--- src/rtl/core/rc5_pkg.sv ---
// rc5 frame decoder package: status codes and the window match flags
// shared by the decoder modules. no dependencies.
package rc5_pkg;

  typedef enum logic [1:0] {
    ST_OK        = 2'd0,
    ST_BAD_COUNT = 2'd1,
    ST_BAD_DUR   = 2'd2,
    ST_BAD_START = 2'd3
  } rc5_status_t;

  // window results for one symbol
  typedef struct packed {
    logic d0_half;
    logic d0_full;
    logic d1_half;
    logic d1_full;
  } rc5_match_t;

  localparam int DurW      = 15;
  localparam int PeriodW   = 14;
  localparam int CountW    = 5;
  localparam int FrameW    = 16;
  localparam int MinSymbols = 7;

endpackage

--- src/rtl/core/rc5_chan_if.sv ---
// valid/ready channel interfaces for the rc5 frame decoder: symbol input
// and frame result. no dependencies.
interface rc5_sym_if;
  logic        valid;
  logic        ready;
  logic [14:0] first_duration;
  logic [14:0] second_duration;
  logic        first_level;
  logic        last_symbol;

  modport source (output valid, first_duration, second_duration, first_level,
                  last_symbol, input ready);
  modport sink (input valid, first_duration, second_duration, first_level,
                last_symbol, output ready);
endinterface

interface rc5_res_if;
  logic        valid;
  logic        ready;
  logic [1:0]  status;
  logic        repeat_flag;
  logic        toggle_bit;
  logic [4:0]  device_address;
  logic [5:0]  command_code;
  logic [15:0] raw_frame;

  modport source (output valid, status, repeat_flag, toggle_bit, device_address,
                  command_code, raw_frame, input ready);
  modport sink (input valid, status, repeat_flag, toggle_bit, device_address,
                command_code, raw_frame, output ready);
endinterface

--- src/rtl/core/rc5_cfg_regs.sv ---
// apb-style register block for the rc5 frame decoder: half period and
// tolerance. depends on rc5_pkg.
module rc5_cfg_regs (
  input  logic                        clk,
  input  logic                        rst_n,
  input  logic                        psel,
  input  logic                        penable,
  input  logic                        pwrite,
  input  logic [2:0]                  paddr,
  input  logic [31:0]                 pwdata,
  output logic [31:0]                 prdata,
  output logic                        pready,
  output logic [rc5_pkg::PeriodW-1:0] half_period,
  output logic [rc5_pkg::PeriodW-1:0] tolerance
);
  import rc5_pkg::*;

  localparam logic REG_HALF = 1'b0;
  localparam logic REG_TOL  = 1'b1;

  logic [PeriodW-1:0] half_period_r;
  logic [PeriodW-1:0] tolerance_r;
  logic               wr_en;

  assign pready = 1'b1;
  assign wr_en  = psel && penable && pwrite;

  always_ff @(posedge clk) begin
    if (!rst_n) begin
      half_period_r <= PeriodW'(889);
      tolerance_r   <= PeriodW'(450);
    end else if (wr_en) begin
      unique case (paddr[2])
        REG_HALF: half_period_r <= pwdata[PeriodW-1:0];
        REG_TOL:  tolerance_r   <= pwdata[PeriodW-1:0];
        default:  ;
      endcase
    end
  end

  always_comb begin
    unique case (paddr[2])
      REG_HALF: prdata = 32'(half_period_r);
      REG_TOL:  prdata = 32'(tolerance_r);
      default:  prdata = '0;
    endcase
  end

  assign half_period = half_period_r;
  assign tolerance   = tolerance_r;

endmodule

--- src/rtl/core/rc5_win_match.sv ---
// duration window compares for one symbol: each duration against the half
// and the full period. depends on rc5_pkg.
module rc5_win_match (
  input  logic [rc5_pkg::DurW-1:0]    first_duration,
  input  logic [rc5_pkg::DurW-1:0]    second_duration,
  input  logic [rc5_pkg::PeriodW-1:0] half_period,
  input  logic [rc5_pkg::PeriodW-1:0] tolerance,
  output rc5_pkg::rc5_match_t         match
);
  import rc5_pkg::*;

  // open window (e - t, e + t); empty when t exceeds e
  function automatic logic in_win(input logic [DurW-1:0] d,
                                  input logic [DurW-1:0] e,
                                  input logic [PeriodW-1:0] t);
    logic [DurW:0] lo;
    logic [DurW:0] hi;
    lo = (DurW+1)'(e) - (DurW+1)'(t);
    hi = (DurW+1)'(e) + (DurW+1)'(t);
    if (DurW'(t) > e) begin
      return 1'b0;
    end
    return ((DurW+1)'(d) > lo) && ((DurW+1)'(d) < hi);
  endfunction

  logic [DurW-1:0] exp_half;
  logic [DurW-1:0] exp_full;

  assign exp_half = DurW'(half_period);
  assign exp_full = {half_period, 1'b0};

  always_comb begin
    match.d0_half = in_win(first_duration, exp_half, tolerance);
    match.d0_full = in_win(first_duration, exp_full, tolerance);
    match.d1_half = in_win(second_duration, exp_half, tolerance);
    match.d1_full = in_win(second_duration, exp_full, tolerance);
  end

endmodule

--- src/rtl/core/rc5_frame_acc.sv ---
// symbol register, frame accumulator and result register of the rc5 frame
// decoder. depends on rc5_pkg and rc5_res_if.
module rc5_frame_acc #(
  parameter int MAX_SYMBOLS = 30
) (
  input  logic                clk,
  input  logic                rst_n,
  input  logic                in_valid,
  output logic                in_ready,
  input  rc5_pkg::rc5_match_t in_match,
  input  logic                in_level,
  input  logic                in_last,
  rc5_res_if.source           out_res
);
  import rc5_pkg::*;

  localparam logic [CountW-1:0] CountSat = '1;

  // symbol register
  logic        s1_vld_r;
  rc5_match_t  s1_match_r;
  logic        s1_level_r;
  logic        s1_last_r;
  logic        s1_adv;

  // per-frame state
  logic [FrameW-1:0] shift_r, shift_nxt;
  logic              phase_r, phase_nxt;
  logic [CountW-1:0] count_r, count_nxt;
  logic              err_r, err_nxt;

  // last good frame
  logic        prev_vld_r;
  logic        prev_tog_r;
  logic [4:0]  prev_adr_r;
  logic [5:0]  prev_cmd_r;

  // result register
  logic              out_vld_r;
  rc5_status_t       status_r, status_nxt;
  logic              rep_r, rep_nxt;
  logic              tog_r, tog_nxt;
  logic [4:0]        adr_r, adr_nxt;
  logic [5:0]        cmd_r, cmd_nxt;
  logic [FrameW-1:0] raw_r, raw_nxt;

  logic out_free;

  assign out_free = !out_vld_r || out_res.ready;
  // only a closing symbol needs the result register
  assign s1_adv   = s1_vld_r && (!s1_last_r || out_free);
  assign in_ready = !s1_vld_r || s1_adv;

  always_comb begin
    shift_nxt = shift_r;
    phase_nxt = phase_r;
    err_nxt   = err_r;
    if (!err_r) begin
      if (s1_match_r.d0_half) begin
        shift_nxt = {shift_r[FrameW-2:0], phase_r};
        if (s1_match_r.d1_full) begin
          phase_nxt = ~phase_r;
        end
      end else if (s1_match_r.d0_full) begin
        shift_nxt = {shift_r[FrameW-3:0], s1_level_r, ~s1_level_r};
        if (s1_match_r.d1_half) begin
          phase_nxt = ~phase_r;
        end
      end else begin
        err_nxt = 1'b1;
      end
    end
    count_nxt = (count_r < CountSat) ? count_r + 1'b1 : count_r;

    raw_nxt = shift_nxt;
    tog_nxt = shift_nxt[11];
    adr_nxt = shift_nxt[10:6];
    cmd_nxt = shift_nxt[5:0];
    priority if (count_nxt < CountW'(MinSymbols) || count_nxt > CountW'(MAX_SYMBOLS)) begin
      status_nxt = ST_BAD_COUNT;
    end else if (err_nxt) begin
      status_nxt = ST_BAD_DUR;
    end else if (shift_nxt[13:12] != 2'b11) begin
      status_nxt = ST_BAD_START;
    end else begin
      status_nxt = ST_OK;
    end
    rep_nxt = prev_vld_r && (tog_nxt == prev_tog_r) && (adr_nxt == prev_adr_r)
              && (cmd_nxt == prev_cmd_r);
    if (status_nxt != ST_OK) begin
      rep_nxt = 1'b0;
      tog_nxt = 1'b0;
      adr_nxt = '0;
      cmd_nxt = '0;
      raw_nxt = '0;
    end
  end

  always_ff @(posedge clk) begin
    if (!rst_n) begin
      s1_vld_r   <= 1'b0;
      out_vld_r  <= 1'b0;
      shift_r    <= '0;
      phase_r    <= 1'b0;
      count_r    <= '0;
      err_r      <= 1'b0;
      prev_vld_r <= 1'b0;
      prev_tog_r <= 1'b0;
      prev_adr_r <= '0;
      prev_cmd_r <= '0;
    end else begin
      if (in_ready) begin
        s1_vld_r <= in_valid;
      end
      if (in_valid && in_ready) begin
        s1_match_r <= in_match;
        s1_level_r <= in_level;
        s1_last_r  <= in_last;
      end

      if (out_vld_r && out_res.ready && !(s1_adv && s1_last_r)) begin
        out_vld_r <= 1'b0;
      end

      if (s1_adv) begin
        if (s1_last_r) begin
          out_vld_r <= 1'b1;
          status_r  <= status_nxt;
          rep_r     <= rep_nxt;
          tog_r     <= tog_nxt;
          adr_r     <= adr_nxt;
          cmd_r     <= cmd_nxt;
          raw_r     <= raw_nxt;
          shift_r   <= '0;
          phase_r   <= 1'b0;
          count_r   <= '0;
          err_r     <= 1'b0;
          if (status_nxt == ST_OK) begin
            prev_vld_r <= 1'b1;
            prev_tog_r <= tog_nxt;
            prev_adr_r <= adr_nxt;
            prev_cmd_r <= cmd_nxt;
          end
        end else begin
          shift_r <= shift_nxt;
          phase_r <= phase_nxt;
          count_r <= count_nxt;
          err_r   <= err_nxt;
        end
      end
    end
  end

  assign out_res.valid          = out_vld_r;
  assign out_res.status         = status_r;
  assign out_res.repeat_flag    = rep_r;
  assign out_res.toggle_bit     = tog_r;
  assign out_res.device_address = adr_r;
  assign out_res.command_code   = cmd_r;
  assign out_res.raw_frame      = raw_r;

endmodule

--- src/rtl/core/rc5_ir_frame_decoder.sv ---
// top level of the rc5 infrared frame decoder.
// depends on rc5_pkg, rc5_chan_if, rc5_cfg_regs, rc5_win_match, rc5_frame_acc.
//
//   port group  direction  transaction
//   in_sym      sink       one captured pulse symbol (two durations, level, last mark)
//   out_res     source     one frame result, on the last symbol only
//   p*          apb slave  half period at 0x0, tolerance at 0x4
//
// one symbol per cycle sustained, unless a closing symbol waits for a stalled
// result; each symbol passes through the symbol register, where the frame state
// is updated, before a closing symbol's result is loaded into the result register.
// the window compares sit ahead of the symbol register.
// reset is synchronous on rst_n and clears frame state and the last-good record.
// a stalled result only holds back a symbol that closes another frame.
module rc5_ir_frame_decoder #(
  parameter int MAX_SYMBOLS = 30
) (
  input  logic        clk,
  input  logic        rst_n,
  rc5_sym_if.sink     in_sym,
  rc5_res_if.source   out_res,
  input  logic        psel,
  input  logic        penable,
  input  logic        pwrite,
  input  logic [2:0]  paddr,
  input  logic [31:0] pwdata,
  output logic [31:0] prdata,
  output logic        pready
);
  import rc5_pkg::*;

  logic [PeriodW-1:0] half_period;
  logic [PeriodW-1:0] tolerance;
  rc5_match_t         match;

  rc5_cfg_regs u_cfg (
    .clk         (clk),
    .rst_n       (rst_n),
    .psel        (psel),
    .penable     (penable),
    .pwrite      (pwrite),
    .paddr       (paddr),
    .pwdata      (pwdata),
    .prdata      (prdata),
    .pready      (pready),
    .half_period (half_period),
    .tolerance   (tolerance)
  );

  rc5_win_match u_win (
    .first_duration  (in_sym.first_duration),
    .second_duration (in_sym.second_duration),
    .half_period     (half_period),
    .tolerance       (tolerance),
    .match           (match)
  );

  rc5_frame_acc #(
    .MAX_SYMBOLS (MAX_SYMBOLS)
  ) u_acc (
    .clk      (clk),
    .rst_n    (rst_n),
    .in_valid (in_sym.valid),
    .in_ready (in_sym.ready),
    .in_match (match),
    .in_level (in_sym.first_level),
    .in_last  (in_sym.last_symbol),
    .out_res  (out_res)
  );

endmodule
--- src/flat_wrapper.sv ---
// flat-port wrapper written by rule: the top's interface ports become plain ports
module rc5_ir_frame_decoder_flat import rc5_pkg::*;
#(
  parameter int MAX_SYMBOLS = 30
)
  (clk, rst_n, psel, penable, pwrite, paddr, pwdata, prdata, pready, in_sym_valid, in_sym_first_duration, in_sym_second_duration, in_sym_first_level, in_sym_last_symbol, in_sym_ready, out_res_valid, out_res_status, out_res_repeat_flag, out_res_toggle_bit, out_res_device_address, out_res_command_code, out_res_raw_frame, out_res_ready);
  rc5_sym_if in_sym_i ();
  rc5_res_if out_res_i ();
  input  logic clk;
  input  logic rst_n;
  input  logic psel;
  input  logic penable;
  input  logic pwrite;
  input  logic [2:0] paddr;
  input  logic [31:0] pwdata;
  output logic [31:0] prdata;
  output logic pready;
  input wire logic [$bits(in_sym_i.valid)-1:0] in_sym_valid;
  input wire logic [$bits(in_sym_i.first_duration)-1:0] in_sym_first_duration;
  input wire logic [$bits(in_sym_i.second_duration)-1:0] in_sym_second_duration;
  input wire logic [$bits(in_sym_i.first_level)-1:0] in_sym_first_level;
  input wire logic [$bits(in_sym_i.last_symbol)-1:0] in_sym_last_symbol;
  output wire logic [$bits(in_sym_i.ready)-1:0] in_sym_ready;
  output wire logic [$bits(out_res_i.valid)-1:0] out_res_valid;
  output wire logic [$bits(out_res_i.status)-1:0] out_res_status;
  output wire logic [$bits(out_res_i.repeat_flag)-1:0] out_res_repeat_flag;
  output wire logic [$bits(out_res_i.toggle_bit)-1:0] out_res_toggle_bit;
  output wire logic [$bits(out_res_i.device_address)-1:0] out_res_device_address;
  output wire logic [$bits(out_res_i.command_code)-1:0] out_res_command_code;
  output wire logic [$bits(out_res_i.raw_frame)-1:0] out_res_raw_frame;
  input wire logic [$bits(out_res_i.ready)-1:0] out_res_ready;
  assign in_sym_i.valid = in_sym_valid;
  assign in_sym_i.first_duration = in_sym_first_duration;
  assign in_sym_i.second_duration = in_sym_second_duration;
  assign in_sym_i.first_level = in_sym_first_level;
  assign in_sym_i.last_symbol = in_sym_last_symbol;
  assign in_sym_ready = in_sym_i.ready;
  assign out_res_valid = out_res_i.valid;
  assign out_res_status = out_res_i.status;
  assign out_res_repeat_flag = out_res_i.repeat_flag;
  assign out_res_toggle_bit = out_res_i.toggle_bit;
  assign out_res_device_address = out_res_i.device_address;
  assign out_res_command_code = out_res_i.command_code;
  assign out_res_raw_frame = out_res_i.raw_frame;
  assign out_res_i.ready = out_res_ready;
  rc5_ir_frame_decoder #(.MAX_SYMBOLS(MAX_SYMBOLS)) u_core (.clk(clk), .rst_n(rst_n), .in_sym(in_sym_i), .out_res(out_res_i), .psel(psel), .penable(penable), .pwrite(pwrite), .paddr(paddr), .pwdata(pwdata), .prdata(prdata), .pready(pready));
endmodule
--- config.mk ---
export PLATFORM = sky130hd
export DESIGN_NAME = rc5_ir_frame_decoder_flat
export DESIGN_NICKNAME = d
export VERILOG_FILES = /design/src/rtl/core/rc5_pkg.sv /design/src/rtl/core/rc5_chan_if.sv /design/src/rtl/core/rc5_cfg_regs.sv /design/src/rtl/core/rc5_win_match.sv /design/src/rtl/core/rc5_frame_acc.sv /design/src/rtl/core/rc5_ir_frame_decoder.sv /design/src/flat_wrapper.sv
export SDC_FILE = /design/constraint.sdc
export NUM_CORES = 1
export LEC_CHECK = 0
export BUFFER_PORTS_ARGS = -buffer_cell sky130_fd_sc_hd__buf_2
export CORE_MARGIN = 1
export CORE_UTILIZATION = 45
export CTS_CLUSTER_DIAMETER = 200
export DETAILED_ROUTE_END_ITERATION = 12
export GPL_ROUTABILITY_DRIVEN = 0
export PLACE_DENSITY = 0.65
export SLEW_MARGIN = 40
export SYNTH_ARGS = -nofsm -noshare
export SYNTH_HDL_FRONTEND = slang
export SYNTH_SLANG_ARGS = --single-unit
--- constraint.sdc ---
create_clock -name clk -period 7.7 [get_ports clk]
set_clock_uncertainty 0.2 [all_clocks]
set_input_delay 0.77 -clock clk [delete_from_list [all_inputs] [get_ports clk]]
set_output_delay 0.77 -clock clk [all_outputs]
set_load 0.02 [all_outputs]
==> results of run 1 <==
-- logic make-up after synthesis --
| logic type | after synthesis | synth area share |
|---|---|---|
| simple gates | 343 | 0.182 |
| compound gates | 295 | 0.207 |
| fa+ha+maj | 167 | 0.219 |
| buf+inv | 115 | 0.0552 |
| flops | 103 | 0.252 |
| xor+xnor | 62 | 0.0563 |
| mux | 25 | 0.0275 |
| other cells | 2 | 0.000778 |
-- critical path: stages, from the launching register on --
cell       delay [ns]
dfxtp_1          0.47
inv_1            0.10
ha_1             0.38
inv_1            0.06
a21oi_1          0.15
o21a_1           0.17
o21a_1           0.15
o31ai_1          0.11
a221oi_1         0.51
nand2b_1         0.13
xnor2_1          0.32
ha_1             0.31
nor2b_1          0.13
o21ai_0          0.17
nand2b_1         0.08
a2111oi_0        0.41
a221oi_1         0.17
nor4_2           0.45
-- power by group through the flow --
| stage | clock network, mW | registers (mW) | logic (mW) |
|---|---|---|---|
| after CTS | 0.453 | 0.582 | 0.425 |
| after global placement | 0 | 0.594 | 0.414 |
| after detailed placement | 0 | 0.594 | 0.421 |
| after global routing | 0.470 | 0.583 | 0.482 |
| final | 0.446 | 0.581 | 0.427 |
| after floorplan | 0 | 0.588 | 0.311 |
-- layout by cell type (no fill, tap or decap), drive strengths merged, types with 4 or more instances in the layout --
cell and count:
a2111oi 7, a211oi 16, a21boi 20, a21o 18, a21oi 59, a221oi 10, a22oi 34, a31oi 4
and2 5, and3 11, buf 107, clkbuf 9, conb 19, dfxtp 66, edfxtp 37, fa 4
ha 161, inv 58, mux2 12, mux2i 13, nand2 91, nand2b 18, nand3 14, nand4 15
nor2 73, nor2b 66, nor3 22, nor4 6, o211ai 12, o21a 16, o21ai 58, o21bai 9
o31ai 6, or2 5, or3 6, xnor2 52, xor2 10
-- sequential cells by signal, indices dropped and copies added (netlist names) --
name / cells
u_core.u_acc.prev_vld_r: 1
u_core.u_acc.prev_adr_r: 5
u_core.u_acc.out_res.command_code: 6
u_core.u_acc.s1_level_r: 1
u_core.u_acc.out_res.valid: 1
u_core.u_acc.shift_r: 16
u_core.u_acc.out_res.toggle_bit: 1
u_core.u_acc.phase_r: 1
u_core.u_cfg.tolerance: 14
u_core.u_acc.s1_last_r: 1
u_core.u_acc.s1_match_r: 4
u_core.u_acc.out_res.status: 2
u_core.u_cfg.half_period: 14
u_core.u_acc.out_res.raw_frame: 16
u_core.u_acc.err_r: 1
u_core.u_acc.out_res.device_address: 5
u_core.u_acc.out_res.repeat_flag: 1
u_core.u_acc.s1_vld_r: 1
u_core.u_acc.count_r: 5
u_core.u_acc.prev_tog_r: 1
u_core.u_acc.prev_cmd_r: 6
-- area by class of cell --
cell class	instances	area (um2)	share of cell area
Sequential cell	103	2430	0.230
Timing Repair Buffer	107	553	0.0523
Clock buffer	9	225	0.0213
Multi-Input combinational cell	911	6760	0.639
Inverter	54	203	0.0192
Clock inverter	7	62.6	0.00591
Tap cell	275	344	0.0325
-- routing by layer --
layer,GRT usage,wire length (um)
met1,0.296,11400
met2,0.339,10600
met3,0.0298,859
met4,0.0562,439
met5,0,0
-- worst max path at each step --
stage | to | startpoint | slack [ns]
after floorplan | u_core.u_acc.s1_match_r[2] | u_core.u_cfg.tolerance[1] | 3.87
after global placement | u_core.u_acc.s1_match_r[1] | u_core.u_cfg.tolerance[1] | 3.12
after detailed placement | u_core.u_acc.s1_match_r[1] | u_core.u_cfg.tolerance[1] | 3.06
after CTS | u_core.u_acc.s1_match_r[1] | u_core.u_cfg.tolerance[1] | 3.02
after global routing | u_core.u_acc.s1_match_r[2] | u_core.u_cfg.tolerance[2] | 2.53
final | u_core.u_acc.s1_match_r[2] | u_core.u_cfg.tolerance[2] | 2.99
-- per-stage QoR --
stage                     hold WS, ns   util
after floorplan                 0.235      -
after detailed placement        0.262  0.489
after global routing            0.310  0.503
after global placement          0.246  0.489
after CTS                       0.272  0.503
final                           0.267  0.503
==> flow_summary.ini, run 1 <==
[min_path]
hold_path.class = reg -> reg
hp-start = u_core.u_acc.prev_vld_r
worst_hold_path_depth = 2
worstHoldEndpoint = u_core.u_acc.prev_vld_r

[die]
floorplan.die.width_um = 148
std_cell_core_area_um2 = 21000
start_util = 0.459
io_pins = 140
row_count = 53
floorplan.die.height_um = 148
total_die_area_um2 = 22000

[clock_tree]
post_cts_resized = 0
worst_setup_hold_path_clk_slew_ns = 0.07
cts-root-buf = clkbuf_16
numCtsBuffers = 9
postCtsSetupBuffers = 0
clock_tree.buffer_depth = 2
clock_tree.htree_level_count = 3
clk-insertion-delay-late_ns = 0.36
cts.sinks = 103
holdBufCountCts = 0
tritoncts = yes

[final_layout]
areaGrowthSynthToFinish_pct = 9.65
share_of_layout_cells_above_drive_strength_1 = 0.133
layout.nets = 1425
insertedDiodeCount = 0
final_area_um2 = 10600
nFillCells = 2026
fin_cells = 1466

[drt]
dr.pass1.iters = 5
route.antenna.remaining_nets = 0
routed_via_density = 5.43
route.detailed.wl_per_inst_um = 15.8
drt_first_iter_violations = 390
num_vias = 7966
drc_errors = 0
routed_wirelength_mm = 23.2

[job]
drv.max_cap_violation_count = 0

[timing]
fin_crit_sh = 0.612
setup-violations-final = 0
finalHoldViolCount = 0
final_critical_path_setup_slack_ns = 2.99
final-max-slew-violation-count = 0
finalWorstPathRequiredPeriod_ns = 4.71
grt_setup_unrepaired = no
transition_time_of_the_tightest_slew_check_pin_ns = 0.795
timing.fmax_mhz = 212
maxSlewHeadroom = 0.465
fin_setup_tns_ns = 0

[global_routing]
grt_pass1_vias = 7250
gr-total-overflow = 0
grt_max_degree = 69
number_of_antenna_violations_at_the_first_check_in_global_routing = 0
first_pass_grt_wire_length_mm = 37.1
grt.total_usage = 0.212

[synth]
synth-edff-count = 37
synth.top_cells.by_count = ha_1, nand2_1, nor2_1
seq_area_frac_synth = 0.252
synth_cells = 1112
async_flop_share = 0
syn_area_um2 = 9650
synthesis.area_per_instance_um2 = 8.68
yosys.area.top_type_share = 0.209
warning_count_from_the_yosys_run = 0
yosysTopAreaCell = ha_1
ys_top_cells_by_area = ha_1, dfxtp_1, edfxtp_1
synth_seq_cells = 103
post-synth-top-count-cell = ha_1
synth.lib_cells_used.distinct = 71
synthFlopType = dfxtp_1

[placed_design]
port_buffers = 100
dp_slack_ns = 3.06
placed_cells_incl_taps = 1450
dpl_cell_area_um2 = 10300
dpl.hpwl_mm = 18.7

[worst_setup_path]
timing.setup.critical_path_class = reg -> reg
r2r_slack_ns = 2.99
timing.critical_path.required_ns = 7.61
cp-end-kind = register
rr_startpoint = u_core.u_cfg.tolerance[2]
timing.critical_path.fanout_max = 6
worstRegToRegCells = 17
critPathLaunchType = register
cp_data_arrival_time_ns = 4.62
critical_path.reg2reg.endpoint = u_core.u_acc.s1_match_r[2]

[power]
post-layout-total-power_mw = 1.45
internal-power_mw = 0.971
power.sequential.fraction = 0.400
cellPowerDensity_nw_per_um2 = 137
power.net_switching_mw = 0.484
power.combinational.fraction = 0.294
switching_share = 0.333
total_leakage_power_nw = 4.59
peakVddDrop_mv = 0.102
share_clk_of_total_power = 0.307

[run_status]
status = complete, no violations
(Power assumes the default switching activity.)
==> run 2: changes to the inputs <==
--- a/config.mk
+++ b/config.mk
@@ -5,6 +5,7 @@
 export SDC_FILE = /design/constraint.sdc
 export NUM_CORES = 1
 export LEC_CHECK = 0
+export ABC_AREA = 1
 export BUFFER_PORTS_ARGS = -buffer_cell sky130_fd_sc_hd__buf_2
 export CORE_MARGIN = 1
 export CORE_UTILIZATION = 45
==> constraint.sdc (replaced) <==
create_clock -name clk -period 4.9 [get_ports clk]
set_clock_uncertainty 0.2 [all_clocks]
set_input_delay 0.49 -clock clk [delete_from_list [all_inputs] [get_ports clk]]
set_output_delay 0.49 -clock clk [all_outputs]
set_load 0.02 [all_outputs]
==> flow_summary.ini, run 2 <==
[drt]
routed_wirelength_mm = 26.6
drc_errors = 0
route.antenna.remaining_nets = 0
routed_via_density = 5.44
drt_first_iter_violations = 604
num_vias = 9163
dr.pass1.iters = 5
route.detailed.wl_per_inst_um = 15.8

[power]
cellPowerDensity_nw_per_um2 = 238
post-layout-total-power_mw = 2.54
peakVddDrop_mv = 0.180
total_leakage_power_nw = 5.14

[die]
total_die_area_um2 = 22200
io_pins = 140
floorplan.die.width_um = 149
std_cell_core_area_um2 = 21100
floorplan.die.height_um = 149
row_count = 53
start_util = 0.462

[synth]
warning_count_from_the_yosys_run = 0
async_flop_share = 0
seq_area_frac_synth = 0.250
synth.lib_cells_used.distinct = 49
synth-edff-count = 37
yosys.area.top_type_share = 0.207
yosysTopAreaCell = ha_1
syn_area_um2 = 9740
post-synth-top-count-cell = nand2_1
ys_top_cells_by_area = ha_1, dfxtp_1, edfxtp_1
synthFlopType = dfxtp_1
synth_seq_cells = 103
synthesis.area_per_instance_um2 = 7.31
synth.top_cells.by_count = nand2_1, ha_1, inv_1
synth_cells = 1332

[timing]
fin_setup_tns_ns = 0
setup-violations-final = 0
finalHoldViolCount = 0
grt_setup_unrepaired = no
holdWs_ns = 0.120
transition_time_of_the_tightest_slew_check_pin_ns = 0.783
timing.fmax_mhz = 243
maxSlewHeadroom = 0.472
fin_crit_sh = 0.840
finalWorstPathRequiredPeriod_ns = 4.12
final-max-slew-violation-count = 0

[final_layout]
top_library_cells_by_usage_in_the_layout_fill_and_taps_aside = nand2_1, ha_1, inv_1, a21oi_1, nor2_1
areaGrowthSynthToFinish_pct = 9.34
share_of_layout_cells_above_drive_strength_1 = 0.102
final_common_cell = nand2_1
layout.nets = 1642

[global_routing]
grt_max_degree = 40
gr-total-overflow = 0
grt.total_usage = 0.241
first_pass_grt_wire_length_mm = 42.2
number_of_antenna_violations_at_the_first_check_in_global_routing = 0
grt_pass1_vias = 8027

[min_path]
worstHoldEndpoint = u_core.u_acc.s1_level_r
hp-start = in_sym_first_level
worst_hold_path_depth = 1
hold_path.class = in -> reg

[worst_setup_path]
cp_data_arrival_time_ns = 4.11
timing.critical_path.fanout_max = 10
r2r_slack_ns = 0.78
timing.setup.critical_path_class = reg -> reg
worstRegToRegCells = 16
critPathLaunchType = register
critical_path.reg2reg.endpoint = u_core.u_acc.s1_match_r[1]
rr_startpoint = u_core.u_cfg.tolerance[7]
timing.critical_path.required_ns = 4.89
cp-end-kind = register

[run_status]
status = complete, no violations

[clock_tree]
tritoncts = yes
cts-root-buf = clkbuf_16
clk-insertion-delay-late_ns = 0.35
cts.sinks = 103
post_cts_resized = 0
postCtsSetupBuffers = 0
worst_setup_hold_path_clk_slew_ns = 0.08
clock_tree.buffer_depth = 2
numCtsBuffers = 9
holdBufCountCts = 0
clock_tree.htree_level_count = 3

[placed_design]
dpl.hpwl_mm = 21.5
port_buffers = 100

[job]
drv.max_cap_violation_count = 0
[run 2: area by class of cell]
class,instances,area (um2)
fillers,2137,10400
multi-input cells,1024,6420
flip-flops and latches,103,2430
inverters,161,604
repair buffers,104,531
well taps,275,344
clock buffers,9,225
clock inverters,7,81.3
diodes,1,2.50
[run 2: how the worst max path moves through the flow]
stage	slack, ns	from	depth (start not counted)	endpoint
finish	0.78	u_core.u_cfg.tolerance[7]	16	u_core.u_acc.s1_match_r[1]
global route	0.52	u_core.u_cfg.tolerance[7]	16	u_core.u_acc.s1_match_r[1]
CTS	0.90	u_core.u_cfg.tolerance[2]	17	u_core.u_acc.s1_match_r[1]
detailed placement	0.92	u_core.u_cfg.tolerance[2]	17	u_core.u_acc.s1_match_r[1]
global placement	0.94	u_core.u_cfg.tolerance[2]	17	u_core.u_acc.s1_match_r[1]
floorplan	1.73	u_core.u_cfg.tolerance[2]	20	u_core.u_acc.s1_match_r[1]
[run 2: per-layer routing]
metal  track usage  wire (um)  vias up  share of wire
met4        0.0607        511        0          0.019
met3        0.0315       1570       30          0.059
li1              -          -     4664              -
met2         0.368      11400      272           0.43
met5             0          0        -              0
met1         0.355      13100     4197           0.49
[run 2: kinds of logic (layout without fill, tap and decap cells)]
kind of cell | Yosys count | count (layout) | synth area share
AND/OR/NAND/NOR | 467 | 467 | 0.204
AO/OA/AOI/OAI | 323 | 323 | 0.188
buffers and inverters | 222 | 281 | 0.0973
adder cells (fa/ha/maj) | 165 | 165 | 0.215
flip-flops | 103 | 103 | 0.250
XOR/XNOR | 50 | 50 | 0.0450
other | 2 | 20 | 0.000771
[run 2: metrics by stage]
| stage | utilization | std cells | instance area [um2] | setup WS [ns] |
|---|---|---|---|---|
| CTS | 0.505 | 1683 | 10600 | 0.899 |
| global placement | 0.490 | 1667 | 10300 | 0.940 |
| detailed placement | 0.490 | 1667 | 10300 | 0.917 |
| floorplan | - | 1349 | 9800 | 1.73 |
| global route | 0.505 | 1683 | 10600 | 0.521 |
| finish | 0.505 | 1684 | 10600 | 0.784 |
[run 2: where the power goes]
part           total [mW]  internal, mW  switching, mW
clock               0.729         0.366          0.364
sequential          0.922         0.901         0.0211
combinational       0.886         0.315          0.571
[run 2: critical path: stages (launching register included)]
cell	delay [ns]
dfxtp_1	0.37
inv_1	0.10
ha_1	0.44
nor2_1	0.28
nand3_1	0.10
o21ai_0	0.36
nand2_1	0.11
a21oi_1	0.29
xor2_1	0.32
ha_1	0.31
inv_1	0.08
nor3_1	0.05
a211oi_1	0.26
o221ai_1	0.20
a21oi_1	0.15
nand3_1	0.15
nor2_1	0.18
